[config.mk]
export PLATFORM = sky130hd
export DESIGN_NAME = adrp_add_address_resolver_flat
export DESIGN_NICKNAME = d
export VERILOG_FILES = /design/src/design/adrp_pkg.sv /design/src/design/adrp_in_if.sv /design/src/design/adrp_out_if.sv /design/src/design/adrp_add_address_resolver.sv /design/src/design/adrp_front.sv /design/src/design/adrp_queue.sv /design/src/design/adrp_back.sv /design/src/flat_wrapper.sv
export SDC_FILE = /design/constraint.sdc
export NUM_CORES = 1
export LEC_CHECK = 0
export BUFFER_PORTS_ARGS = -buffer_cell sky130_fd_sc_hd__clkbuf_2
export CAP_MARGIN = 20
export CORE_UTILIZATION = 47
export DETAILED_ROUTE_END_ITERATION = 10
export GPL_TIMING_DRIVEN = 0
export PLACE_DENSITY = 0.7
export SLEW_MARGIN = 40
export SYNTH_ARGS = -nofsm -noshare
export SYNTH_HDL_FRONTEND = slang
export SYNTH_SLANG_ARGS = --single-unit
export TNS_END_PERCENT = 1
[constraint.sdc]
create_clock -name clk -period 4.16 [get_ports clk]
set_input_delay 0.208 -clock clk [delete_from_list [all_inputs] [get_ports clk]]
set_output_delay 0.208 -clock clk [all_outputs]
set_load 0.1 [all_outputs]
[src/design/adrp_pkg.sv]
// Package with decode constants and the classification struct for the ADRP/ADD resolver.
`timescale 1ns / 1ps

package adrp_pkg;

    // Fixed field widths of the stream beats and decoded fields
    localparam int INSTR_W  = 32;
    localparam int FIELD_AW = 48;
    localparam int REG_W    = 5;
    localparam int OFF_W    = 24;

    // Opcode masks and match values
    localparam logic [INSTR_W-1:0] ADR_CLASS_MASK = 32'h9F00_0000;
    localparam logic [INSTR_W-1:0] ADRP_MATCH     = 32'h9000_0000;
    localparam logic [INSTR_W-1:0] ADR_MATCH      = 32'h1000_0000;
    localparam logic [INSTR_W-1:0] ADD_CLASS_MASK = 32'hFF00_0000;
    localparam logic [INSTR_W-1:0] ADD_MATCH      = 32'h9100_0000;

    // Classification of one instruction word against the target register
    typedef struct packed {
        logic is_target;
        logic is_add;
        logic is_adrp;
        logic is_adr;
        logic last;
    } adrp_class_t;

endpackage

[src/design/adrp_in_if.sv]
// Instruction stream channel: valid/ready handshake with word, address and run end flag.
`timescale 1ns / 1ps

interface adrp_in_if;
    logic                                valid;
    logic                                ready;
    logic [adrp_pkg::INSTR_W-1:0]        instruction_word;
    logic [adrp_pkg::FIELD_AW-1:0]       instruction_address;
    logic                                last_item;

    modport source (output valid, output instruction_word, output instruction_address,
                    output last_item, input ready);
    modport sink (input valid, input instruction_word, input instruction_address,
                  input last_item, output ready);
endinterface

[src/design/adrp_out_if.sv]
// Result channel: valid/ready handshake with resolved address and found flag.
`timescale 1ns / 1ps

interface adrp_out_if;
    logic                          valid;
    logic                          ready;
    logic [adrp_pkg::FIELD_AW-1:0] resolved_address;
    logic                          found;

    modport source (output valid, output resolved_address, output found, input ready);
    modport sink (input valid, input resolved_address, input found, output ready);
endinterface

[src/design/adrp_add_address_resolver.sv]
// Top level of the ADRP/ADD address resolver: config register, decode, queue and resolve.
`timescale 1ns / 1ps

// Scans AArch64 instruction beats for the first address formed into the register held in
// cfg_write_data's register (written when cfg_write_enable is high; the user must do so only
// while the block is idle, which the block does not enforce). One instruction beat is taken
// every cycle while instr.ready is high. A beat passes through the decode front end into a
// two-entry queue, and then through the back end's single page-plus-offset add into the
// result register. The result register stalls independently of the input; instr.ready
// drops only once the queue holds two beats. Exactly one result beat is given per run, on
// the first hit or on the last beat of a run without one.
module adrp_add_address_resolver #(
    parameter int ADDR_WIDTH = 48
) (
    input  logic                         clk,
    input  logic                         rst_n,
    input  logic                         cfg_write_enable,
    input  logic [adrp_pkg::REG_W-1:0]   cfg_write_data,
    adrp_in_if.sink                      instr,
    adrp_out_if.source                   result
);

    localparam int ENTRY_W = $bits(adrp_pkg::adrp_class_t) + adrp_pkg::OFF_W + 2 * ADDR_WIDTH;

    logic [adrp_pkg::REG_W-1:0] target_reg;
    adrp_pkg::adrp_class_t      front_cls;
    logic [adrp_pkg::OFF_W-1:0] front_off;
    logic [ADDR_WIDTH-1:0]      front_page;
    logic [ADDR_WIDTH-1:0]      front_adr;
    logic [ENTRY_W-1:0]         push_data;
    logic [ENTRY_W-1:0]         pop_data;
    logic                       can_pop;
    logic                       take;
    adrp_pkg::adrp_class_t      back_cls;
    logic [adrp_pkg::OFF_W-1:0] back_off;
    logic [ADDR_WIDTH-1:0]      back_page;
    logic [ADDR_WIDTH-1:0]      back_adr;

    // Hold the target register number
    always_ff @(posedge clk or negedge rst_n)
    begin
        if (!rst_n)
        begin
            target_reg <= '0;
        end
        else if (cfg_write_enable)
        begin
            target_reg <= cfg_write_data;
        end
    end

    adrp_front #(
        .ADDR_WIDTH (ADDR_WIDTH)
    ) u_front (
        .instruction_word    (instr.instruction_word),
        .instruction_address (instr.instruction_address),
        .last_item           (instr.last_item),
        .target_register     (target_reg),
        .cls                 (front_cls),
        .add_offset          (front_off),
        .page_addr           (front_page),
        .adr_addr            (front_adr)
    );

    assign push_data = {front_cls, front_off, front_page, front_adr};

    adrp_queue #(
        .WIDTH (ENTRY_W)
    ) u_queue (
        .clk       (clk),
        .rst_n     (rst_n),
        .push      (instr.valid),
        .push_data (push_data),
        .can_push  (instr.ready),
        .pop       (take),
        .can_pop   (can_pop),
        .pop_data  (pop_data)
    );

    assign {back_cls, back_off, back_page, back_adr} = pop_data;

    adrp_back #(
        .ADDR_WIDTH (ADDR_WIDTH)
    ) u_back (
        .clk         (clk),
        .rst_n       (rst_n),
        .entry_valid (can_pop),
        .entry_take  (take),
        .cls         (back_cls),
        .add_offset  (back_off),
        .page_addr   (back_page),
        .adr_addr    (back_adr),
        .result      (result)
    );

endmodule

[src/design/adrp_front.sv]
// Front end: decodes one instruction word and precomputes its candidate addresses.
`timescale 1ns / 1ps

module adrp_front #(
    parameter int ADDR_WIDTH = 48
) (
    input  logic [adrp_pkg::INSTR_W-1:0]  instruction_word,
    input  logic [adrp_pkg::FIELD_AW-1:0] instruction_address,
    input  logic                          last_item,
    input  logic [adrp_pkg::REG_W-1:0]    target_register,
    output adrp_pkg::adrp_class_t         cls,
    output logic [adrp_pkg::OFF_W-1:0]    add_offset,
    output logic [ADDR_WIDTH-1:0]         page_addr,
    output logic [ADDR_WIDTH-1:0]         adr_addr
);

    logic [ADDR_WIDTH-1:0] addr_aw;
    logic signed [20:0]    imm21;
    logic [ADDR_WIDTH-1:0] imm_aw;
    logic [ADDR_WIDTH-1:0] page_base;

    // Classify the word against the target register
    always_comb
    begin
        cls.is_target = (instruction_word[4:0] == target_register);
        cls.is_add    = ((instruction_word & adrp_pkg::ADD_CLASS_MASK) == adrp_pkg::ADD_MATCH)
                        && (instruction_word[9:5] == target_register);
        cls.is_adrp   = ((instruction_word & adrp_pkg::ADR_CLASS_MASK) == adrp_pkg::ADRP_MATCH);
        cls.is_adr    = ((instruction_word & adrp_pkg::ADR_CLASS_MASK) == adrp_pkg::ADR_MATCH);
        cls.last      = last_item;
    end

    // Pick the ADD immediate, shifted up by 12 when the shift bit is set
    assign add_offset = instruction_word[22] ? {instruction_word[21:10], 12'h000}
                                             : {12'h000, instruction_word[21:10]};

    // Form the PC-relative candidates for ADRP and ADR
    assign addr_aw   = ADDR_WIDTH'(instruction_address);
    assign imm21     = {instruction_word[23:5], instruction_word[30:29]};
    assign imm_aw    = ADDR_WIDTH'(imm21);
    assign page_base = {addr_aw[ADDR_WIDTH-1:12], 12'h000};
    assign page_addr = page_base + (imm_aw << 12);
    assign adr_addr  = addr_aw + imm_aw;

endmodule

[src/design/adrp_queue.sv]
// Two-entry queue that decouples the decode front end from the resolving back end.
`timescale 1ns / 1ps

module adrp_queue #(
    parameter int WIDTH = 8
) (
    input  logic             clk,
    input  logic             rst_n,
    input  logic             push,
    input  logic [WIDTH-1:0] push_data,
    output logic             can_push,
    input  logic             pop,
    output logic             can_pop,
    output logic [WIDTH-1:0] pop_data
);

    logic [WIDTH-1:0] entry_reg [2];
    logic             wr_ptr_reg;
    logic             wr_ptr_next;
    logic             rd_ptr_reg;
    logic             rd_ptr_next;
    logic [1:0]       count_reg;
    logic [1:0]       count_next;
    logic             do_push;
    logic             do_pop;

    assign can_push = (count_reg != 2'd2);
    assign can_pop  = (count_reg != 2'd0);
    assign do_push  = push && can_push;
    assign do_pop   = pop && can_pop;
    assign pop_data = entry_reg[rd_ptr_reg];

    // Advance pointers and occupancy
    always_comb
    begin
        wr_ptr_next = wr_ptr_reg ^ do_push;
        rd_ptr_next = rd_ptr_reg ^ do_pop;
        count_next  = count_reg + {1'b0, do_push} - {1'b0, do_pop};
    end

    always_ff @(posedge clk or negedge rst_n)
    begin
        if (!rst_n)
        begin
            wr_ptr_reg <= 1'b0;
            rd_ptr_reg <= 1'b0;
            count_reg  <= 2'd0;
        end
        else
        begin
            wr_ptr_reg <= wr_ptr_next;
            rd_ptr_reg <= rd_ptr_next;
            count_reg  <= count_next;
        end
    end

    // Store the pushed beat
    always_ff @(posedge clk)
    begin
        if (do_push)
        begin
            entry_reg[wr_ptr_reg] <= push_data;
        end
    end

endmodule

[src/design/adrp_back.sv]
// Back end: tracks the pending page and run state and drives the result register.
`timescale 1ns / 1ps

module adrp_back #(
    parameter int ADDR_WIDTH = 48
) (
    input  logic                       clk,
    input  logic                       rst_n,
    input  logic                       entry_valid,
    output logic                       entry_take,
    input  adrp_pkg::adrp_class_t      cls,
    input  logic [adrp_pkg::OFF_W-1:0] add_offset,
    input  logic [ADDR_WIDTH-1:0]      page_addr,
    input  logic [ADDR_WIDTH-1:0]      adr_addr,
    adrp_out_if.source                 result
);

    logic                  page_pending_reg;
    logic                  page_pending_next;
    logic [ADDR_WIDTH-1:0] pending_page_reg;
    logic [ADDR_WIDTH-1:0] pending_page_next;
    logic                  run_finished_reg;
    logic                  run_finished_next;
    logic                  out_valid_reg;
    logic                  out_valid_next;
    logic [ADDR_WIDTH-1:0] out_addr_reg;
    logic                  out_found_reg;
    logic                  pop;
    logic                  active;
    logic                  hit;
    logic                  emit;
    logic [ADDR_WIDTH-1:0] hit_addr;

    // Take a beat whenever the result register is free or being drained
    assign entry_take = !out_valid_reg || result.ready;
    assign pop        = entry_valid && entry_take;
    assign active     = !run_finished_reg && cls.is_target;

    // Resolve the beat against the pending page
    always_comb
    begin
        hit               = 1'b0;
        hit_addr          = adr_addr;
        page_pending_next = page_pending_reg;
        pending_page_next = pending_page_reg;
        run_finished_next = run_finished_reg;
        if (active)
        begin
            if (page_pending_reg && cls.is_add)
            begin
                hit      = 1'b1;
                hit_addr = pending_page_reg + ADDR_WIDTH'(add_offset);
            end
            else
            begin
                hit = cls.is_adr && !cls.is_adrp;
            end
            page_pending_next = cls.is_adrp && !(page_pending_reg && cls.is_add);
            pending_page_next = page_addr;
        end
        if (hit)
        begin
            run_finished_next = 1'b1;
            page_pending_next = 1'b0;
        end
        // Drop all run state after the last beat
        if (cls.last)
        begin
            run_finished_next = 1'b0;
            page_pending_next = 1'b0;
        end
        emit = hit || (cls.last && !run_finished_reg);
    end

    // Hold the result until the sink takes it
    always_comb
    begin
        if (pop && emit)
        begin
            out_valid_next = 1'b1;
        end
        else if (result.ready)
        begin
            out_valid_next = 1'b0;
        end
        else
        begin
            out_valid_next = out_valid_reg;
        end
    end

    always_ff @(posedge clk or negedge rst_n)
    begin
        if (!rst_n)
        begin
            page_pending_reg <= 1'b0;
            run_finished_reg <= 1'b0;
            out_valid_reg    <= 1'b0;
        end
        else
        begin
            out_valid_reg <= out_valid_next;
            if (pop)
            begin
                page_pending_reg <= page_pending_next;
                run_finished_reg <= run_finished_next;
            end
        end
    end

    // Load payload registers
    always_ff @(posedge clk)
    begin
        if (pop)
        begin
            pending_page_reg <= pending_page_next;
        end
        if (pop && emit)
        begin
            out_addr_reg  <= hit ? hit_addr : '0;
            out_found_reg <= hit;
        end
    end

    assign result.valid            = out_valid_reg;
    assign result.resolved_address = adrp_pkg::FIELD_AW'(out_addr_reg);
    assign result.found            = out_found_reg;

endmodule

[src/flat_wrapper.sv]
// flat-port wrapper written by rule: the top's interface ports become plain ports
module adrp_add_address_resolver_flat 
#(
    parameter int ADDR_WIDTH = 48
)
  (clk, rst_n, cfg_write_enable, cfg_write_data, instr_valid, instr_instruction_word, instr_instruction_address, instr_last_item, instr_ready, result_valid, result_resolved_address, result_found, result_ready);
  adrp_in_if instr_i ();
  adrp_out_if result_i ();
  input  logic clk;
  input  logic rst_n;
  input  logic cfg_write_enable;
  input  logic [adrp_pkg::REG_W-1:0] cfg_write_data;
  input wire logic [$bits(instr_i.valid)-1:0] instr_valid;
  input wire logic [$bits(instr_i.instruction_word)-1:0] instr_instruction_word;
  input wire logic [$bits(instr_i.instruction_address)-1:0] instr_instruction_address;
  input wire logic [$bits(instr_i.last_item)-1:0] instr_last_item;
  output wire logic [$bits(instr_i.ready)-1:0] instr_ready;
  output wire logic [$bits(result_i.valid)-1:0] result_valid;
  output wire logic [$bits(result_i.resolved_address)-1:0] result_resolved_address;
  output wire logic [$bits(result_i.found)-1:0] result_found;
  input wire logic [$bits(result_i.ready)-1:0] result_ready;
  assign instr_i.valid = instr_valid;
  assign instr_i.instruction_word = instr_instruction_word;
  assign instr_i.instruction_address = instr_instruction_address;
  assign instr_i.last_item = instr_last_item;
  assign instr_ready = instr_i.ready;
  assign result_valid = result_i.valid;
  assign result_resolved_address = result_i.resolved_address;
  assign result_found = result_i.found;
  assign result_i.ready = result_ready;
  adrp_add_address_resolver #(.ADDR_WIDTH(ADDR_WIDTH)) u_core (.clk(clk), .rst_n(rst_n), .cfg_write_enable(cfg_write_enable), .cfg_write_data(cfg_write_data), .instr(instr_i), .result(result_i));
endmodule
==> reports/results.txt, run 1 <==
post-synthesis compound-gate area fraction -> 11.9%
worst-margin pin slew -> 0.765 ns
post-synthesis mux area share -> 7.64%
Clock Latency Late Sink -> 0.51 ns
drt initial violations -> 864
Netlist cell types -> 76
total number of vias -> 10.9k
Worst Hold Class -> in -> reg
Avg Inst Size Synth -> 13.4 um2
CP endpoint kind -> register
EDFF count, synth -> 311
routability cong. -> 0.894
final worst path period share -> 96.2%
area delta synth->final -> 16.6%
synthesized instance count -> 1244
Post-Synth Adder-Cell Area -> 6.61%
status -> complete, no violations
H-tree depth -> 2
gr usage total -> 23.0%
core area -> 0.0346 mm2
post-synthesis xor/xnor area fraction -> 6.27%
busiest grt layer -> met2
Worst setup SP type -> register
Max FO, Critical Path -> 10
most common cell after layout, fill and taps aside -> edfxtp_1
Core Util, Final -> 56.0%
most frequent cells in the layout -> 311 x edfxtp_1, 143 x clkbuf_2, 81 x ha_1, 69 x a21oi_1, 63 x xnor2_1
fin nets -> 1621
GR Overflow Total -> 0
DP HPWL -> 30600 um
share of layout cells above drive strength 1 -> 21.8%
IO Pins -> 142
#FFs+latches synth -> 323
Slew HR -> 48.7%
Rows -> 68
syn nets -> 1421
peak supply drop -> 0.683 mV
post-synthesis sequential area ratio -> 58.0%
Critical Path RT -> 4.36 ns
met1 Use GR -> 32.1%
clock-pin slew on the worst setup and hold paths -> 0.06 ns
combinational family with the most area after synthesis -> compound AO/OA/AOI/OAI gates
Hold Vio Cnt, Final -> 0
vias in the first global route -> 10.8k
Max-Cap Viols -> 0
CTS tree -> yes
Max Root-Sink Buffers -> 3
clock sink count -> 323
clk_skew -> 0.0135 ns
DRT antenna net count -> 0
Initial Util -> 48.0%
largest net degree at the start of global routing -> 37
Crit Path Class -> reg -> reg
crit path DAT -> 4.20 ns
die area -> 0.0361 mm2
DRC -> 0
TritonCTS Buffers -> 36
CTS Root Cell -> clkbuf_16
ys async rst share -> 3.72%
min cycle time layout -> 4.00 ns
Largest register FFs -> 226
unrepaired setup endpoints after global routing -> false
setup violators final -> 0
drt first pass iters -> 5
simple-gate share of the synthesized area -> 7.85%
Synth Cell Area -> 0.0166 mm2
final setup TNS -> 0 ns
vias per cell -> 5.69
PwrDens -> 748 mW/mm2
Yosys warning count -> 0
Top FF cell, synth -> edfxtp_1
buffers added on ports -> 141
met3 GRT Util -> 3.49%
initial antenna violation count -> 1
die height -> 190 um
leakage power -> 7.32 nW
Die W -> 190 um
GR Util met2 -> 36.1%
global-route wire length before repair -> 62000 um
final WL -> 41200 um
max-slew violation count -> 0
WL/cell -> 21.4 um
Fmax achieved -> 250 MHz
## worst max-delay path: stages, from the launching register on
cell	delay, ns
dfrtp_2	0.41
buf_6	0.20
buf_12	0.15
buf_12	0.17
mux2i_2	0.27
inv_1	0.07
ha_1	0.28
a21o_1	0.20
a21oi_2	0.17
o22ai_1	0.15
o21ai_2	0.22
o21ai_1	0.14
o41a_1	0.47
buf_4	0.25
nand2_1	0.09
xor2_1	0.25
o22ai_1	0.19
## Yosys cell counts (all sizes together) (32+ instances only)
library cell	number	area share (%)
mux2	54	3.7
a21o	34	1.6
a21oi	76	2.4
edfxtp	311	56
o22ai	34	1.3
nand2	53	1.2
xnor2	63	3.3
and2	32	1.2
xor2	56	3.0
ha	83	6.3
mux2i	39	2.3
o21ai	53	1.7
nor2	41	0.93
## area by class of cell
class	count	area, um2
timing repair buffer	163	1010
antenna	1	2.50
fill	2823	15300
clock inverter	12	110
multi-input combinational	848	6740
sequential	323	9640
buffer	42	219
inverter	30	115
tap	455	569
clock buffer	47	963
## stage by stage
step                      std cells  area [um2]  setup slack (ns)  hold WS [ns]  power (W)
after global placement         1840       17900             -1.25         0.120     0.0113
after detailed placement       1849       18100             -1.30         0.124     0.0114
after floorplan                1244       16600            -0.402       -0.0876    0.00991
after global routing           1921       19400            0.0257        0.0307     0.0151
after CTS                      1920       19400           0.00376       0.00966     0.0145
final                          1921       19400             0.158        0.0295     0.0145
## power breakdown
group	switching [W]	leakage, nW	internal [W]
Sequential	0.000322	3.07	0.00498
Clock	0.00119	0.522	0.00175
Combinational	0.00446	3.73	0.00179
Total	0.00598	7.32	0.00852
## final timing paths
path	from	end	slack (ns)	depth (start not counted)
worst max-delay path	u_core.u_queue.rd_ptr_reg$_DFF_PN0_	u_core.u_back.result.resolved_address[25]$_SDFFCE_PN0P_	0.16	16
worst min-delay path	instr_instruction_word[24]	u_core.u_queue.entry_reg[0][122]$_DFFE_PP_	0.03	2
worst max register to register	u_core.u_queue.rd_ptr_reg$_DFF_PN0_	u_core.u_back.result.resolved_address[25]$_SDFFCE_PN0P_	0.16	16
worst min register to register	u_core.u_queue.count_reg[1]$_DFF_PN0_	u_core.u_queue.count_reg[1]$_DFF_PN0_	0.52	1
max in group asynchronous	rst_n	u_core.u_queue.rd_ptr_reg$_DFF_PN0_	3.75	2
min in group asynchronous	rst_n	u_core.u_queue.count_reg[0]$_DFF_PN0_	0.13	2
## layer usage
metal | share of wire (%) | up-vias | routed length [um]
li1 | - | 5183 | -
met1 | 45 | 5297 | 18500
met2 | 45 | 349 | 18700
met3 | 6.0 | 92 | 2470
met4 | 3.5 | 0 | 1460
met5 | 0 | - | 0
## cells by family after synthesis
group | count (synthesis)
DFF | 323
AOI/OAI and AO/OA | 288
and+or+nand+nor | 250
xor gates and xnor gates | 119
muxes | 105
adders and majority gates | 86
buffers and inverters | 73
## timing repair
| action | 4_1_cts | 5_1_grt |
|---|---|---|
| endpoints found under the hold margin | 22 | 0 |
| pin swaps | 1 | 1 |
| cloned | 0 | 0 |
| resized for setup | 16 | 4 |
| setup buffers | 4 | 0 |
| endpoints found under the setup margin | 29 | 13 |
| hold buffers | 9 | 0 |
No activity file was read; power rests on OpenSTA's default activity.
==> run 2, diff against run 1 <==
--- a/config.mk
+++ b/config.mk
@@ -9,8 +9,7 @@
 export CAP_MARGIN = 20
 export CORE_UTILIZATION = 47
 export DETAILED_ROUTE_END_ITERATION = 10
-export GPL_TIMING_DRIVEN = 0
-export PLACE_DENSITY = 0.7
+export PLACE_DENSITY = 0.67
 export SLEW_MARGIN = 40
 export SYNTH_ARGS = -nofsm -noshare
 export SYNTH_HDL_FRONTEND = slang
==> constraint.sdc (replaced) <==
create_clock -name clk -period 4.7 [get_ports clk]
set_input_delay 0.235 -clock clk [delete_from_list [all_inputs] [get_ports clk]]
set_output_delay 0.235 -clock clk [all_outputs]
set_load 0.1 [all_outputs]
==> reports/results.txt, run 2 (same netlist as run 1, synthesis figures left out) <==
vias in the first global route -> 10.5k (was 10.8k)
drt initial violations -> 677 (was 864)
post-CTS sizing -> 0 (was 16)
Fmax achieved -> 272 MHz (was 250 MHz)
Diodes inserted -> 0 (was 1)
min cycle time layout -> 3.68 ns (was 4.00 ns)
setup bufs post-CTS -> 0 (was 4)
die height -> 190 um (unchanged)
worst reg2reg path startpoint -> u_core.u_queue.rd_ptr_reg$_DFF_PN0_ (unchanged)
DRC -> 0 (unchanged)
core area -> 0.0346 mm2 (unchanged)
PwrDens -> 661 mW/mm2 (was 748 mW/mm2)
most frequent cells in the layout -> 311 x edfxtp_1, 141 x clkbuf_2, 81 x ha_1, 71 x a21oi_1, 63 x xnor2_1 (was 311 x edfxtp_1, 143 x clkbuf_2, 81 x ha_1, 69 x a21oi_1, 63 x xnor2_1)
Slew HR -> 46.8% (was 48.7%)
setup violators final -> 0 (unchanged)
hold_buf cts -> 8 (was 9)
clock power share -> 21.8% (was 20.3%)
Die W -> 190 um (unchanged)
GR Overflow Total -> 0 (unchanged)
TritonCTS Buffers -> 36 (unchanged)
unrepaired setup endpoints after global routing -> false (unchanged)
peak supply drop -> 0.554 mV (was 0.683 mV)
area delta synth->final -> 15.2% (was 16.6%)
Int Pwr -> 0.00746 W (was 0.00852 W)
initial antenna violation count -> 0 (was 1)
drt first pass iters -> 5 (unchanged)
status -> complete, no violations (unchanged)
Hold Startpoint -> instr_instruction_word[31] (was instr_instruction_word[24])
H-tree depth -> 2 (unchanged)
Hold Vio Cnt, Final -> 0 (unchanged)
leakage power -> 7.26 nW (was 7.32 nW)
Psw -> 0.00518 W (was 0.00598 W)
max-slew violation count -> 0 (unchanged)
clk_skew -> 0.0161 ns (was 0.0135 ns)
CTS Root Cell -> clkbuf_16 (unchanged)
Initial Util -> 48.0% (unchanged)
CTS tree -> yes (unchanged)
largest net degree at the start of global routing -> 50 (was 37)
Max Root-Sink Buffers -> 3 (unchanged)
IO Pins -> 142 (unchanged)
CP endpoint kind -> register (unchanged)
Critical Path RT -> 4.95 ns (was 4.36 ns)
DP HPWL -> 28000 um (was 30600 um)
Comb pwr share -> 40.4% (was 43.1%)
final setup TNS -> 0 ns (unchanged)
hold path cells -> 2 (unchanged)
clock-pin slew on the worst setup and hold paths -> 0.06 ns (about the same)
gr usage total -> 22.1% (was 23.0%)
Worst setup SP type -> register (unchanged)
fin nets -> 1582 (was 1621)
final setup margin -> 1.02 ns (was 0.158 ns)
Clock Latency Late Sink -> 0.53 ns (was 0.51 ns)
WL/cell -> 20.8 um (was 21.4 um)
post-place setup slack -> 0.995 ns (was -1.30 ns)
worst-margin pin slew -> 0.798 ns (was 0.765 ns)
die area -> 0.0361 mm2 (unchanged)
r2r endpoint -> u_core.u_back.result.resolved_address[29]$_SDFFCE_PN0P_ (was u_core.u_back.result.resolved_address[25]$_SDFFCE_PN0P_)
vias per cell -> 5.63 (was 5.69)
switching share of power -> 41.0% (was 41.2%)
DRT antenna net count -> 0 (unchanged)
Max-Cap Viols -> 0 (unchanged)
global-route wire length before repair -> 60100 um (was 62000 um)
total chip power -> 0.0126 W (was 0.0145 W)
most common cell after layout, fill and taps aside -> edfxtp_1 (unchanged)
buffers added on ports -> 141 (unchanged)
total number of vias -> 10.6k (was 10.9k)
Max FO, Critical Path -> 22 (was 10)
R2R depth -> 12 (was 16)
share of layout cells above drive strength 1 -> 22.0% (was 21.8%)
final worst path period share -> 78.3% (was 96.2%)
Worst Hold Class -> in -> reg (unchanged)
R2R setup slack -> 1.02 ns (was 0.16 ns)
Largest register FFs -> 226 (unchanged)
clock sink count -> 323 (unchanged)
crit path DAT -> 3.93 ns (was 4.20 ns)
Reg power frac -> 37.8% (was 36.6%)
routability cong. -> 0.902 (was 0.894)
final WL -> 39200 um (was 41200 um)
Crit Path Class -> reg -> reg (unchanged)
Hold EP -> u_core.u_queue.entry_reg[0][121]$_DFFE_PP_ (was u_core.u_queue.entry_reg[0][122]$_DFFE_PP_)
Rows -> 68 (unchanged)
[run 2: through the flow]
step           util, %  hold WS (ns)  cells  area (um2)
2_1_floorplan        -       -0.0606   1244       16600
3_3_place_gp      51.6         0.173   1812       17900
3_5_place_dp      51.7         0.174   1814       17900
4_1_cts           55.3       0.00166   1886       19100
5_1_grt           55.3        0.0176   1886       19100
6_report          55.3        0.0191   1886       19100
[run 2: worst max-delay path by stage]
stage / startpoint / end / slack, ns / cells past startpoint
3_3_place_gp: u_core.u_queue.rd_ptr_reg$_DFF_PN0_ / u_core.u_back.result.resolved_address[29]$_SDFFCE_PN0P_ / 1.09 / 12
3_5_place_dp: u_core.u_queue.rd_ptr_reg$_DFF_PN0_ / u_core.u_back.result.resolved_address[29]$_SDFFCE_PN0P_ / 0.99 / 12
4_1_cts: u_core.u_queue.rd_ptr_reg$_DFF_PN0_ / u_core.u_back.result.resolved_address[29]$_SDFFCE_PN0P_ / 1.01 / 12
2_1_floorplan: u_core.u_queue.count_reg[0]$_DFF_PN0_ / u_core.u_queue.entry_reg[1][0]$_DFFE_PP_ / 0.14 / 4
5_1_grt: u_core.u_queue.rd_ptr_reg$_DFF_PN0_ / u_core.u_back.result.resolved_address[29]$_SDFFCE_PN0P_ / 0.77 / 12
6_report: u_core.u_queue.rd_ptr_reg$_DFF_PN0_ / u_core.u_back.result.resolved_address[29]$_SDFFCE_PN0P_ / 1.02 / 12
[run 2: routing by layer]
| metal | vias up | GRT usage, % | wire length, um |
|---|---|---|---|
| met4 | 0 | 7.29 | 1100 |
| met2 | 287 | 34.6 | 17800 |
| met5 | - | 0 | 0 |
| li1 | 5126 | - | - |
| met1 | 5130 | 31.4 | 18100 |
| met3 | 72 | 3.67 | 2270 |
[run 2: cell type report]
type,instances,area [um2]
clock buffers,42,923
inverters,30,113
repair buffers,166,938
well taps,455,569
flip-flops and latches,323,9640
clock inverters,22,235
multi-input cells,848,6710
fillers,2844,15500
[run 2: power by group through the flow]
stage	registers, W	clock network [W]	logic, W
finish	0.00478	0.00276	0.00510
global placement	0.00483	0	0.00503
CTS	0.00479	0.00282	0.00515
detailed placement	0.00484	0	0.00513
floorplan	0.00639	0	0.00238
global route	0.00486	0.00292	0.00545
[run 2: worst max-delay path, stage by stage, from the launching register on]
cell	delay, ns
dfrtp_4	0.64
mux2i_1	0.33
inv_1	0.08
ha_1	0.27
a21o_1	0.18
a21oi_1	0.22
o22ai_1	0.15
o21ai_1	0.26
o21ai_1	0.16
o41a_1	0.64
nand4_1	0.24
xor2_1	0.15
o22ai_1	0.09
==> run 3, diff against run 2 <==
--- a/config.mk
+++ b/config.mk
@@ -9,7 +9,7 @@
 export CAP_MARGIN = 20
 export CORE_UTILIZATION = 47
 export DETAILED_ROUTE_END_ITERATION = 10
-export PLACE_DENSITY = 0.67
+export PLACE_DENSITY = 0.7
 export SLEW_MARGIN = 40
 export SYNTH_ARGS = -nofsm -noshare
 export SYNTH_HDL_FRONTEND = slang
==> constraint.sdc (replaced) <==
create_clock -name clk -period 3.34 [get_ports clk]
set_input_delay 0.167 -clock clk [delete_from_list [all_inputs] [get_ports clk]]
set_output_delay 0.167 -clock clk [all_outputs]
set_load 0.1 [all_outputs]
==> reports/results.txt, run 3 (same netlist as run 1, synthesis figures left out) <==
peak supply drop -> 0.626 mV (was 0.554 mV)
DP HPWL -> 28500 um (was 28000 um)
largest net degree at the start of global routing -> 62 (was 50)
met3 WL post-DR -> 1790 um (was 2270 um)
switching share of power -> 41.2% (was 41.0%)
fillers -> 2804 (was 2844)
Rows -> 68 (unchanged)
DR top layer -> met4 (unchanged)
Hold EP -> u_core.u_queue.entry_reg[1][0]$_DFFE_PP_ (was u_core.u_queue.entry_reg[0][121]$_DFFE_PP_)
most frequent cells in the layout -> 311 x edfxtp_1, 141 x clkbuf_2, 81 x ha_1, 70 x a21oi_1, 63 x xnor2_1 (was 311 x edfxtp_1, 141 x clkbuf_2, 81 x ha_1, 71 x a21oi_1, 63 x xnor2_1)
status -> complete, no violations (unchanged)
Diodes inserted -> 0 (unchanged)
setup violators final -> 0 (unchanged)
Initial Util -> 48.0% (unchanged)
Max Root-Sink Buffers -> 3 (unchanged)
DRC -> 0 (unchanged)
Worst Hold Class -> in -> reg (unchanged)
DRT antenna net count -> 0 (unchanged)
Met2 Wirelength -> 18500 um (was 17800 um)
cells along the critical path -> buf_12 > mux2_2 > ha_1 > or3_1 > o21ai_2 > o21ai_2 > o41a_2 > nand3_1 > xor2_1 > o22ai_1 (was mux2i_1 > inv_1 > ha_1 > a21o_1 > a21oi_1 > o22ai_1 > o21ai_1 > o21ai_1 > o41a_1 > nand4_1 > xor2_1 > o22ai_1)
Critical Path RT -> 3.58 ns (was 4.95 ns)
core area -> 0.0346 mm2 (unchanged)
CTS Root Cell -> clkbuf_16 (unchanged)
CP delay by family, top -> compound AO/OA/AOI/OAI gates (unchanged)
gr usage total -> 22.0% (was 22.1%)
total chip power -> 0.0178 W (was 0.0126 W)
buffers added on ports -> 141 (unchanged)
Hold Startpoint -> instr_instruction_word[29] (was instr_instruction_word[31])
total number of vias -> 10.9k (was 10.6k)
Multi-input gate area -> 0.00676 mm2 (was 0.00671 mm2)
initial antenna violation count -> 1 (was 0)
vias in the first global route -> 10.8k (was 10.5k)
wire length on met1 -> 18400 um (was 18100 um)
crit path DAT -> 3.46 ns (was 3.93 ns)
Max FO, Critical Path -> 12 (was 22)
R2R setup slack -> 0.12 ns (was 1.02 ns)
Slew HR -> 57.7% (was 46.8%)
IO Pins -> 142 (unchanged)
clk_skew -> 0.0159 ns (was 0.0161 ns)
drt first pass iters -> 5 (unchanged)
leakage power -> 7.38 nW (was 7.26 nW)
Psw -> 0.00735 W (was 0.00518 W)
CP most frequent cell -> o21ai_2
CP max stage cell -> o41a_2 (was dfrtp_4)
H-tree depth -> 2 (unchanged)
TritonCTS Buffers -> 35 (was 36)
post-route design area -> 0.0194 mm2 (was 0.0191 mm2)
clock-pin slew on the worst setup and hold paths -> 0.06 ns (about the same)
global-route wire length before repair -> 60000 um (was 60100 um)
clock power share -> 20.1% (was 21.8%)
WL/cell -> 20.8 um (about the same)
Reg power frac -> 37.5% (was 37.8%)
routability cong. -> 0.922 (was 0.902)
drt initial violations -> 832 (was 677)
CP bufs+invs -> 1 (unchanged)
Die W -> 190 um (unchanged)
die height -> 190 um (unchanged)
Clock Latency Late Sink -> 0.51 ns (was 0.53 ns)
final WL -> 39900 um (was 39200 um)
min cycle time layout -> 3.22 ns (was 3.68 ns)
PwrDens -> 918 mW/mm2 (was 661 mW/mm2)
Largest stage delay, worst path -> 0.63 ns (was 0.64 ns)
sequential cell area -> 0.00964 mm2 (unchanged)
die area -> 0.0361 mm2 (unchanged)
Max-Cap Viols -> 0 (unchanged)
fin nets -> 1618 (was 1582)
GR Overflow Total -> 0 (unchanged)
hold path cells -> 2 (unchanged)
max-slew violation count -> 0 (unchanged)
worst-margin pin slew -> 0.635 ns (was 0.798 ns)
worst reg2reg path startpoint -> u_core.u_queue.rd_ptr_reg$_DFF_PN0_ (unchanged)
CTS tree -> yes (unchanged)
CP endpoint kind -> register (unchanged)
Crit Path Class -> reg -> reg (unchanged)
r2r endpoint -> u_core.u_back.result.resolved_address[37]$_SDFFCE_PN0P_ (was u_core.u_back.result.resolved_address[29]$_SDFFCE_PN0P_)
Hold Vio Cnt, Final -> 0 (unchanged)
most common cell after layout, fill and taps aside -> edfxtp_1 (unchanged)
area delta synth->final -> 16.8% (was 15.2%)
share of layout cells above drive strength 1 -> 23.6% (was 22.0%)
Int Pwr -> 0.0105 W (was 0.00746 W)
final worst path period share -> 96.4% (was 78.3%)
Worst setup SP type -> register (unchanged)
clock sink count -> 323 (unchanged)
Largest register FFs -> 226 (unchanged)
Core Util, Final -> 56.1% (was 55.3%)
Fmax achieved -> 310 MHz (was 272 MHz)
R2R depth -> 10 (was 12)
Comb pwr share -> 42.4% (was 40.4%)
vias per cell -> 5.69 (was 5.63)
Placement Cell Area -> 0.0181 mm2 (was 0.0179 mm2)
[run 3: cell types whose count changed in the layout (fill, tap and decap cells not counted), sizes merged]
cell and change:
buf +29, dlygate4sd3 +8, inv -4, bufinv -2, clkinv +1, clkinvlp +1
[run 3: area by class of cell]
cell class	count	share of cell area [%]
clock buffer	42	4.65
clock inverter	18	0.819
inverter	30	0.580
multi-input combinational	848	34.8
sequential	323	49.7
tap	455	2.93
timing repair buffer	203	6.52
[run 3: power groups by stage]
stage          registers [W]  clock network [W]  logic, W
3_3_place_gp         0.00676                  0   0.00728
3_5_place_dp         0.00679                  0   0.00736
4_1_cts              0.00672            0.00367   0.00740
5_1_grt              0.00681            0.00382   0.00801
6_report             0.00669            0.00358   0.00755
2_1_floorplan        0.00895                  0   0.00348
[run 3: worst max-delay path by stage]
stage	startpoint	end	slack [ns]	depth (start not counted)
global placement	u_core.u_queue.rd_ptr_reg$_DFF_PN0_	u_core.u_back.result.resolved_address[29]$_SDFFCE_PN0P_	0.07	12
global route	u_core.u_queue.rd_ptr_reg$_DFF_PN0_	u_core.u_back.result.resolved_address[28]$_SDFFCE_PN0P_	-0.002	14
finish	u_core.u_queue.rd_ptr_reg$_DFF_PN0_	u_core.u_back.result.resolved_address[37]$_SDFFCE_PN0P_	0.12	10
detailed placement	u_core.u_queue.rd_ptr_reg$_DFF_PN0_	u_core.u_back.result.resolved_address[37]$_SDFFCE_PN0P_	0.02	12
CTS	u_core.u_queue.rd_ptr_reg$_DFF_PN0_	u_core.u_back.result.resolved_address[37]$_SDFFCE_PN0P_	0.03	12
floorplan	u_core.u_queue.count_reg[0]$_DFF_PN0_	u_core.u_queue.entry_reg[1][0]$_DFFE_PP_	-0.007	4
[run 3: worst reg2reg max path: stages (launching register included)]
cell and delay (ns):
dfrtp_4 0.52, buf_12 0.16, mux2_2 0.27, ha_1 0.19
or3_1 0.42, o21ai_2 0.23, o21ai_2 0.09, o41a_2 0.63
nand3_1 0.18, xor2_1 0.16, o22ai_1 0.09
[run 3: per-stage QoR]
stage / std cells / hold slack, ns / setup TNS (ns) / worst slack, ns
2_1_floorplan: 1244 / -0.129 / -1.48 / -0.00655
3_3_place_gp: 1838 / 0.112 / 0 / 0.0679
3_5_place_dp: 1838 / 0.116 / 0 / 0.0195
4_1_cts: 1914 / 0.0477 / 0 / 0.0269
5_1_grt: 1919 / 0.0644 / -0.00235 / -0.00235
6_report: 1919 / 0.0650 / 0 / 0.119
[run 3: what timing repair did]
| action | in CTS | in global routing |
|---|---|---|
| buffers inserted | 0 | 4 |
| endpoints found under the setup margin | 0 | 24 |
| hold buffers | 16 | 0 |
| endpoints found under the hold margin | 26 | 0 |
| gates resized for setup | 0 | 9 |
[run 3: layer usage]
metal / GRT usage, % / up-vias
met3: 2.64 / 65
met1: 30.6 / 5405
met2: 35.5 / 274
met5: 0 / -
met4: 8.06 / 0
li1: - / 5181
